File: src/prm_pkg.sv
// Shared types and constants of the pulse rate meter.
package prm_pkg;

	// Rate scale factors: 60e6 * 256 and 1e6 * 256, both below 2^34.
	localparam logic [33:0] SCALE_MIN = 34'd15360000000;
	localparam logic [33:0] SCALE_SEC = 34'd256000000;

	localparam logic [39:0] SAT40 = {40{1'b1}};
	localparam logic [47:0] SAT48 = {48{1'b1}};
	localparam logic [31:0] SAT32 = {32{1'b1}};

	// Divider passes: full scaled product, or the total left-aligned.
	localparam logic [6:0] DIV_RATE_STEPS = 7'd66;
	localparam logic [6:0] DIV_REVS_STEPS = 7'd48;

	// Register indexes.
	localparam logic [2:0] REG_MIN_INTERVAL = 3'd0;
	localparam logic [2:0] REG_IDLE_TIMEOUT = 3'd1;
	localparam logic [2:0] REG_PULSES_REV   = 3'd2;
	localparam logic [2:0] REG_EN_PER_SEC   = 3'd3;
	localparam logic [2:0] REG_EN_TOTAL     = 3'd4;
	localparam logic [2:0] REG_EN_REVS      = 3'd5;

	// Commands and rate kinds.
	localparam logic CMD_SAMPLE = 1'b0;
	localparam logic CMD_TICK   = 1'b1;

	localparam logic [1:0] KIND_NONE = 2'd0;
	localparam logic [1:0] KIND_RATE = 2'd1;
	localparam logic [1:0] KIND_IDLE = 2'd2;

	typedef enum logic [8:0] {
		ST_IDLE     = 9'b000000001,
		ST_CHECK    = 9'b000000010,
		ST_TALLY    = 9'b000000100,
		ST_MUL_LO   = 9'b000001000,
		ST_MUL_HI   = 9'b000010000,
		ST_DIV      = 9'b000100000,
		ST_DIV_END  = 9'b001000000,
		ST_REV_LOAD = 9'b010000000,
		ST_FINISH   = 9'b100000000
	} state_t;

	typedef enum logic [1:0] {
		JOB_PM = 2'd0,
		JOB_PS = 2'd1,
		JOB_RV = 2'd2
	} job_t;

endpackage

File: src/pulse_rate_meter_unit.sv
// Pulse rate meter: sample accumulation, throttled publish, shared divider.
//
//  channel  dir  handshake            payload
//  in       in   in_valid/in_ready    command, count_delta, time_us
//  out      out  out_valid/out_ready  rate_kind .. revolutions
//  cfg      in   APB psel/penable     paddr[4:0], pwdata, prdata
//
// A count sample is taken in ST_IDLE; a throttled tick returns from ST_CHECK
// and gives no beat. A passed tick runs ST_CHECK, ST_TALLY, ST_MUL_LO to
// ST_DIV_END for each rate that applies, ST_REV_LOAD, the revolutions pass
// where it applies, ST_FINISH: one restoring divider, a quotient bit a cycle.
// The block is not ready from a tick's acceptance until its beat is loaded
// into the output register; a held output beat stalls only that last load.
// Reset clears config, state and out_valid at once; data regs are not reset.
module pulse_rate_meter_unit
	import prm_pkg::*;
(
	input  logic               clk,
	input  logic               arst_n,
	input  logic               psel,
	input  logic               penable,
	input  logic               pwrite,
	input  logic [4:0]         paddr,
	input  logic [31:0]        pwdata,
	output logic [31:0]        prdata,
	output logic               pready,
	input  logic               in_valid,
	output logic               in_ready,
	input  logic               command,
	input  logic signed [15:0] count_delta,
	input  logic [47:0]        time_us,
	output logic               out_valid,
	input  logic               out_ready,
	output logic [1:0]         rate_kind,
	output logic [39:0]        per_minute,
	output logic [39:0]        per_second,
	output logic               total_valid,
	output logic [47:0]        total_pulses,
	output logic               revs_valid,
	output logic [47:0]        revolutions
);

	// configuration
	logic [31:0] min_interval_q;
	logic [31:0] idle_timeout_q;
	logic [15:0] ppr_q;
	logic        en_ps_q;
	logic        en_total_q;
	logic        en_revs_q;

	// block state
	logic [31:0] pending_q;
	logic [47:0] last_pulse_q;
	logic [47:0] last_emit_q;
	logic        has_emitted_q;
	logic        idle_armed_q;
	logic [47:0] total_q;
	logic [47:0] last_revs_q;

	// work registers
	state_t      state_q;
	job_t        job_q;
	logic [47:0] now_q;
	logic [31:0] pulses_q;
	logic [47:0] since_q;
	logic [65:0] dvd_q;
	logic [47:0] rem_q;
	logic [6:0]  cnt_q;
	logic [1:0]  kind_q;
	logic [39:0] pm_q;
	logic [39:0] ps_q;
	logic        tvalid_q;
	logic [47:0] tout_q;
	logic        rvalid_q;
	logic [47:0] rout_q;

	// output register
	logic        out_valid_q;
	logic [1:0]  rate_kind_q;
	logic [39:0] per_minute_q;
	logic [39:0] per_second_q;
	logic        total_valid_q;
	logic [47:0] total_pulses_q;
	logic        revs_valid_q;
	logic [47:0] revolutions_q;

	logic        cfg_write;
	logic        in_beat;
	logic        delta_pos;
	logic [32:0] pending_sum;
	logic [47:0] since;
	logic        pass;
	logic [48:0] total_sum;
	logic [47:0] total_next;
	logic [47:0] idle_gap;
	logic        idle_hit;
	logic [31:0] klo;
	logic [1:0]  khi;
	logic [63:0] prod_lo;
	logic [33:0] prod_hi;
	logic [47:0] divisor;
	logic [48:0] rem_sh;
	logic [49:0] diff;
	logic        ge;
	logic [39:0] quot_sat;
	logic        out_load;

	assign pready    = 1'b1;
	assign cfg_write = psel & penable & pwrite & pready;

	always_comb begin
		unique case (paddr[4:2])
			REG_MIN_INTERVAL: prdata = min_interval_q;
			REG_IDLE_TIMEOUT: prdata = idle_timeout_q;
			REG_PULSES_REV:   prdata = {16'b0, ppr_q};
			REG_EN_PER_SEC:   prdata = {31'b0, en_ps_q};
			REG_EN_TOTAL:     prdata = {31'b0, en_total_q};
			REG_EN_REVS:      prdata = {31'b0, en_revs_q};
			default:          prdata = '0;
		endcase
	end

	always_ff @(posedge clk or negedge arst_n) begin
		if (!arst_n) begin
			min_interval_q <= '0;
			idle_timeout_q <= '0;
			ppr_q          <= '0;
			en_ps_q        <= 1'b0;
			en_total_q     <= 1'b0;
			en_revs_q      <= 1'b0;
		end else if (cfg_write) begin
			unique case (paddr[4:2])
				REG_MIN_INTERVAL: min_interval_q <= pwdata;
				REG_IDLE_TIMEOUT: idle_timeout_q <= pwdata;
				REG_PULSES_REV:   ppr_q          <= pwdata[15:0];
				REG_EN_PER_SEC:   en_ps_q        <= pwdata[0];
				REG_EN_TOTAL:     en_total_q     <= pwdata[0];
				REG_EN_REVS:      en_revs_q      <= pwdata[0];
				default: ;
			endcase
		end
	end

	assign in_ready    = (state_q == ST_IDLE);
	assign in_beat     = in_valid & in_ready;
	assign delta_pos   = ~count_delta[15] & (count_delta != 16'sd0);
	assign pending_sum = {1'b0, pending_q} + {17'b0, count_delta[15:0]};

	assign since = has_emitted_q ? (now_q - last_emit_q) : {16'b0, min_interval_q};
	assign pass  = (since >= {16'b0, min_interval_q});

	assign total_sum  = {1'b0, total_q} + {17'b0, pulses_q};
	assign total_next = total_sum[48] ? SAT48 : total_sum[47:0];
	assign idle_gap   = now_q - last_pulse_q;
	assign idle_hit   = (idle_timeout_q != 32'd0) & idle_armed_q & (last_pulse_q != 48'd0)
		& (idle_gap >= {16'b0, idle_timeout_q});

	assign klo     = (job_q == JOB_PS) ? SCALE_SEC[31:0] : SCALE_MIN[31:0];
	assign khi     = (job_q == JOB_PS) ? SCALE_SEC[33:32] : SCALE_MIN[33:32];
	assign prod_lo = pulses_q * klo;
	assign prod_hi = pulses_q * khi;

	// one restoring step: shift in the next dividend bit, subtract if it fits
	assign divisor  = (job_q == JOB_RV) ? {32'b0, ppr_q} : since_q;
	assign rem_sh   = {rem_q, dvd_q[65]};
	assign diff     = {1'b0, rem_sh} - {2'b0, divisor};
	assign ge       = ~diff[49];
	assign quot_sat = (dvd_q[65:40] != 26'd0) ? SAT40 : dvd_q[39:0];

	assign out_load = (state_q == ST_FINISH) & (~out_valid_q | out_ready);

	always_ff @(posedge clk or negedge arst_n) begin
		if (!arst_n) begin
			state_q       <= ST_IDLE;
			job_q         <= JOB_PM;
			pending_q     <= '0;
			last_pulse_q  <= '0;
			last_emit_q   <= '0;
			has_emitted_q <= 1'b0;
			idle_armed_q  <= 1'b0;
			total_q       <= '0;
			last_revs_q   <= '0;
			cnt_q         <= '0;
		end else begin
			unique case (state_q)
				ST_IDLE: begin
					if (in_beat) begin
						now_q <= time_us;
						if (command == CMD_TICK) begin
							state_q <= ST_CHECK;
						end else if (delta_pos) begin
							pending_q    <= pending_sum[32] ? SAT32 : pending_sum[31:0];
							last_pulse_q <= time_us;
							idle_armed_q <= 1'b1;
						end
					end
				end
				ST_CHECK: begin
					if (pass) begin
						pulses_q      <= pending_q;
						pending_q     <= '0;
						since_q       <= since;
						last_emit_q   <= now_q;
						has_emitted_q <= 1'b1;
						state_q       <= ST_TALLY;
					end else begin
						state_q <= ST_IDLE;
					end
				end
				ST_TALLY: begin
					pm_q     <= '0;
					ps_q     <= '0;
					rvalid_q <= 1'b0;
					rout_q   <= '0;
					tvalid_q <= 1'b0;
					tout_q   <= '0;
					kind_q   <= KIND_NONE;
					job_q    <= JOB_PM;
					state_q  <= ST_REV_LOAD;
					if (pulses_q != 32'd0) begin
						total_q <= total_next;
						if (en_total_q) begin
							tvalid_q <= 1'b1;
							tout_q   <= total_next;
						end
						if (since_q != 48'd0) begin
							kind_q       <= KIND_RATE;
							idle_armed_q <= 1'b1;
							state_q      <= ST_MUL_LO;
						end
					end else if (idle_hit) begin
						kind_q       <= KIND_IDLE;
						idle_armed_q <= 1'b0;
					end
				end
				ST_MUL_LO: begin
					dvd_q   <= {2'b00, prod_lo};
					state_q <= ST_MUL_HI;
				end
				ST_MUL_HI: begin
					dvd_q   <= dvd_q + {prod_hi, 32'b0};
					rem_q   <= '0;
					cnt_q   <= DIV_RATE_STEPS;
					state_q <= ST_DIV;
				end
				ST_DIV: begin
					rem_q <= ge ? diff[47:0] : rem_sh[47:0];
					dvd_q <= {dvd_q[64:0], ge};
					cnt_q <= cnt_q - 7'd1;
					if (cnt_q == 7'd1) begin
						state_q <= ST_DIV_END;
					end
				end
				ST_DIV_END: begin
					case (job_q)
						JOB_PM: begin
							pm_q <= quot_sat;
							if (en_ps_q) begin
								job_q   <= JOB_PS;
								state_q <= ST_MUL_LO;
							end else begin
								state_q <= ST_REV_LOAD;
							end
						end
						JOB_PS: begin
							ps_q    <= quot_sat;
							state_q <= ST_REV_LOAD;
						end
						default: begin
							if (dvd_q[47:0] != last_revs_q) begin
								last_revs_q <= dvd_q[47:0];
								rvalid_q    <= 1'b1;
								rout_q      <= dvd_q[47:0];
							end
							state_q <= ST_FINISH;
						end
					endcase
				end
				ST_REV_LOAD: begin
					if (en_revs_q && ppr_q != 16'd0) begin
						job_q   <= JOB_RV;
						dvd_q   <= {total_q, 18'b0};
						rem_q   <= '0;
						cnt_q   <= DIV_REVS_STEPS;
						state_q <= ST_DIV;
					end else begin
						state_q <= ST_FINISH;
					end
				end
				ST_FINISH: begin
					if (out_load) begin
						state_q <= ST_IDLE;
					end
				end
				default: state_q <= ST_IDLE;
			endcase
		end
	end

	// output register: hold the beat until taken
	always_ff @(posedge clk or negedge arst_n) begin
		if (!arst_n) begin
			out_valid_q <= 1'b0;
		end else if (out_load) begin
			out_valid_q <= 1'b1;
		end else if (out_ready) begin
			out_valid_q <= 1'b0;
		end
	end

	always_ff @(posedge clk) begin
		if (out_load) begin
			rate_kind_q    <= kind_q;
			per_minute_q   <= pm_q;
			per_second_q   <= ps_q;
			total_valid_q  <= tvalid_q;
			total_pulses_q <= tout_q;
			revs_valid_q   <= rvalid_q;
			revolutions_q  <= rout_q;
		end
	end

	assign out_valid    = out_valid_q;
	assign rate_kind    = rate_kind_q;
	assign per_minute   = per_minute_q;
	assign per_second   = per_second_q;
	assign total_valid  = total_valid_q;
	assign total_pulses = total_pulses_q;
	assign revs_valid   = revs_valid_q;
	assign revolutions  = revolutions_q;

endmodule

File: config.mk
export PLATFORM = sky130hd
export DESIGN_NAME = pulse_rate_meter_unit
export DESIGN_NICKNAME = d
export VERILOG_FILES = /design/src/prm_pkg.sv /design/src/pulse_rate_meter_unit.sv
export SDC_FILE = /design/constraint.sdc
export NUM_CORES = 2
export LEC_CHECK = 0
export BUFFER_PORTS_ARGS = -buffer_cell sky130_fd_sc_hd__buf_2
export CORE_AREA = 2 2 341 343
export CTS_CLUSTER_SIZE = 28
export DETAILED_ROUTE_END_ITERATION = 16
export DIE_AREA = 0 0 343 345
export GPL_TIMING_DRIVEN = 0
export HOLD_SLACK_MARGIN = 0.15
export PLACE_DENSITY = 0.78
export SYNTH_ARGS = -nofsm -noshare
export SYNTH_HDL_FRONTEND = slang
export SYNTH_SLANG_ARGS = --single-unit
File: constraint.sdc
create_clock -name clk -period 9.2 [get_ports clk]
set_input_delay 1.84 -clock clk [delete_from_list [all_inputs] [get_ports clk]]
set_output_delay 1.84 -clock clk [all_outputs]
set_load 0.01 [all_outputs]
==> results.yml <==
final_layout:
  area_growth_pct: 11.8
  stdcell_count: 8485
  drive_gt1_share_pct: 10.1
  final_nets: 7882
  fin_area_mm2: 0.0726
sta:
  max_freq_mhz: 112
  hold_viol: 0
  rsz0062_at_grt: "no"
  min_period_ns: 8.96
  worstMarginPinSlew_ns: 1.49
  setup_tns_ns: 0
  fin_crit_sh_pct: 97.4
  slew_viol_final: 0
  skew_ns: 0.0513
  relSlewSlack_pct: 0.321
  setup_viol: 0
  fin_ws_ns: 0.235
cts:
  htreeDepth: 3
  postCtsSetupBuffers: 0
  clk_latency_ns: 0.73
  path_clk_slew_ns: 0.06
  clockBufferDepth: 3
  cts-root-buf: "clkbuf_16"
  cts_sinks: 930
  cts_hold_buf: 0
  tritoncts: "yes"
  numCtsBuffers: 96
floorplanning:
  fp.dieW_um: 343
  initial_core_util_pct: 56.4
  row_count: 125
  io_pins: 324
  core_area_mm2: 0.115
  dieArea_mm2: 0.118
  dieHeight_um: 345
detailed_routing:
  num_vias: 51478
  drtIter0Drc: 4799
  drtAntennaViolNets: 0
  vias_per_cell: 6.07
  drt-pass1-iter-count: 6
  wl_mm: 199
  drc_errors: 0
  wl_per_cell_um: 23.5
logic_synthesis:
  syn_area_mm2: 0.0649
  synth_top_flop_cell: "edfxtp_1"
  synthCells: 6389
  synth_xor_area_share_pct: 4.21
  synth_most_common_cell: "nand2_1"
  synth_seq_area_share_pct: 40.5
  synth_adder_area_share_pct: 20.6
  yosys_warnings: 0
  synthTopCellsByArea: "edfxtp_1 28%, dfrtp_1 13%, ha_1 12%"
  synth_edf_count: 602
  synth.distinct_cells: 95
  synth-compound-area-share_pct: 14.6
  synth_top_cell_by_area: "edfxtp_1"
  synth_top_area_share_pct: 27.8
  synth_top_family_by_area: "adder cells"
  ys_ff_latch: 930
  synthSimpleGateAreaFrac_pct: 11.4
  synth_common_cells: "706 x nand2_1, 677 x inv_1, 642 x ha_1"
  synth.mux.area_fraction_pct: 3.26
  synth.avg_cell_area_um2: 10.2
  synthArstFlopShare_pct: 35.3
global_route:
  grt_pass1_wl_mm: 304
  antenna_found_initial: 16
  grt_overflow_total: 0
  grt.total_usage_pct: 33.6
  first_global_vias: 51102
  grt_start_max_net_pins: 119
pwr:
  vdd_drop_max_mv: 0.172
  power.density_mw_per_mm2: 240
  p_leak_nw: 32.9
  total_power_w: 0.0174
min_path:
  hp-class: "register to register"
  min_from: "tout_q[32]"
  hold_depth: 0
  holdPathEnd: "total_pulses[32]"
worst_setup_path:
  start_kind: "register"
  end_kind: "register"
  ff2ff_path_depth: 27
  worstSetupPathType: "register to register"
  worstReg2RegStart: "pulses_q[9]"
  rrSetupSlack_ns: 0.24
  cp_data_required_time_ns: 9.60
  arrival_ns: 9.37
  cp_max_fo: 10
  rr_endpoint: "dvd_q[59]"
run_status:
  outcome: "complete, but fails checks"
  violations: "max-capacitance violations"
placed_design:
  detailed_place.area_mm2: 0.0692
  placed_cells: 8291
  pre_cts_ws_ns: -0.868
  port_buffers: 319
  dpl.hpwl_mm: 160
  gp_congestion: 1.00
flow_run:
  maxCapViolCount: 1
==> where the power goes <==
part / internal (W) / switching (W)
sequential: 0.00503 / 0.000367
combinational: 0.00308 / 0.00482
clock: 0.00232 / 0.00181
total: 0.0104 / 0.00700
==> per-layer routing <==
metal / wire (um) / up-vias / global-route usage [%]
li1: - / 23497 / -
met4: 10900 / 8 / 15.9
met1: 79800 / 25001 / 44.1
met3: 17200 / 544 / 6.57
met5: 61 / - / 0
met2: 91300 / 2428 / 53.8
==> critical path, cell delays in order (launching register included) <==
cell      delay [ns]
edfxtp_1        0.77
clkbuf_1        0.47
nand2_1         0.28
inv_1           0.24
fa_1            0.47
fa_1            0.52
inv_1           0.05
fa_1            0.48
inv_1           0.06
fa_1            0.50
fa_1            0.55
inv_1           0.06
fa_1            0.53
inv_1           0.06
ha_1            0.32
ha_1            0.32
ha_1            0.36
nand2_1         0.06
o21a_1          0.18
o21ai_0         0.25
a41oi_2         0.16
o311a_1         0.48
o21ai_0         0.21
a21oi_1         0.18
o41ai_4         0.52
a31oi_1         0.18
xor2_1          0.27
o21ai_0         0.11
==> timing repair <==
item / 4_1_cts / 5_1_grt
resized for setup: 10 / 9
setup endpoints to repair: 18 / 13
gates cloned: 0 / 0
pin swaps: 0 / 0
==> state kept, by name (all words and copies together), names as in the netlist, 40 cells and up <==
| signal | cells |
|---|---|
| dvd_q | 66 |
| last_emit_q | 48 |
| last_pulse_q | 48 |
| last_revs_q | 48 |
| now_q | 48 |
| per_minute | 40 |
| per_second | 40 |
| pm_q | 40 |
| ps_q | 40 |
| rem_q | 48 |
| revolutions | 48 |
| rout_q | 48 |
| since_q | 48 |
| total_pulses | 48 |
| total_q | 48 |
| tout_q | 48 |
==> area by class of cell <==
| type | instances | area [um^2] |
|---|---|---|
| fill | 9214 | 42500 |
| multi-input combinational | 4560 | 35400 |
| clock inverter | 69 | 855 |
| timing repair buffer | 348 | 2090 |
| tap | 1524 | 1910 |
| buffer | 248 | 982 |
| sequential | 930 | 26300 |
| clock buffer | 110 | 2510 |
| antenna | 15 | 37.5 |
| inverter | 681 | 2560 |
==> kinds of logic (layout without fill, tap and decap cells) <==
logic type	Yosys count	after routing
AOI/OAI and AO/OA	1512	1512
other	2	48
muxes	180	180
DFF	930	930
xor gates and xnor gates	312	312
adders and majority gates	908	908
and+or+nand+nor	1615	1615
buffers and inverters	930	1456
==> worst max path at each step <==
stage,start,depth (start not counted),end,slack [ns]
final,pulses_q[9],27,dvd_q[59],0.24
after detailed placement,job_q[1],26,dvd_q[63],-0.87
after CTS,job_q[1],26,dvd_q[63],0.11
after global placement,arst_n,3,pulses_q[11],-5.19
after floorplan,job_q[1],30,dvd_q[63],1.26
after global routing,job_q[0],29,dvd_q[63],0.03
==> layout by cell type (no fill, tap or decap), types with 39 or more instances in the layout <==
cell type | netlist | layout
mux2i_1 | 54 | 54
clkbuf_16 | 0 | 97
ha_1 | 642 | 642
and2_1 | 45 | 45
a21oi_1 | 405 | 403
mux2_4 | 42 | 42
clkbuf_1 | 211 | 217
a211oi_1 | 48 | 48
and3_1 | 56 | 55
inv_1 | 677 | 677
a31oi_1 | 50 | 50
a21o_1 | 187 | 187
nand2b_1 | 53 | 53
nand4_1 | 67 | 67
dfrtp_1 | 327 | 326
edfxtp_1 | 602 | 602
buf_2 | 3 | 323
nor2_1 | 331 | 326
xnor2_1 | 170 | 170
fa_1 | 266 | 266
xor2_1 | 142 | 142
nand3_1 | 83 | 83
nor3_1 | 74 | 72
nor4_1 | 75 | 73
o21bai_1 | 39 | 39
o21a_1 | 58 | 58
mux2_2 | 82 | 82
o21ai_0 | 429 | 428
nand2_1 | 706 | 705
==> per-stage QoR <==
step           hold slack, ns  util (%)
2_1_floorplan           0.400         -
3_3_place_gp            0.400      59.6
3_5_place_dp            0.405      60.1
4_1_cts                 0.390      63.0
5_1_grt                 0.402      63.1
6_report                0.399      63.1
Note: power is estimated with default switching activity, not from simulation.
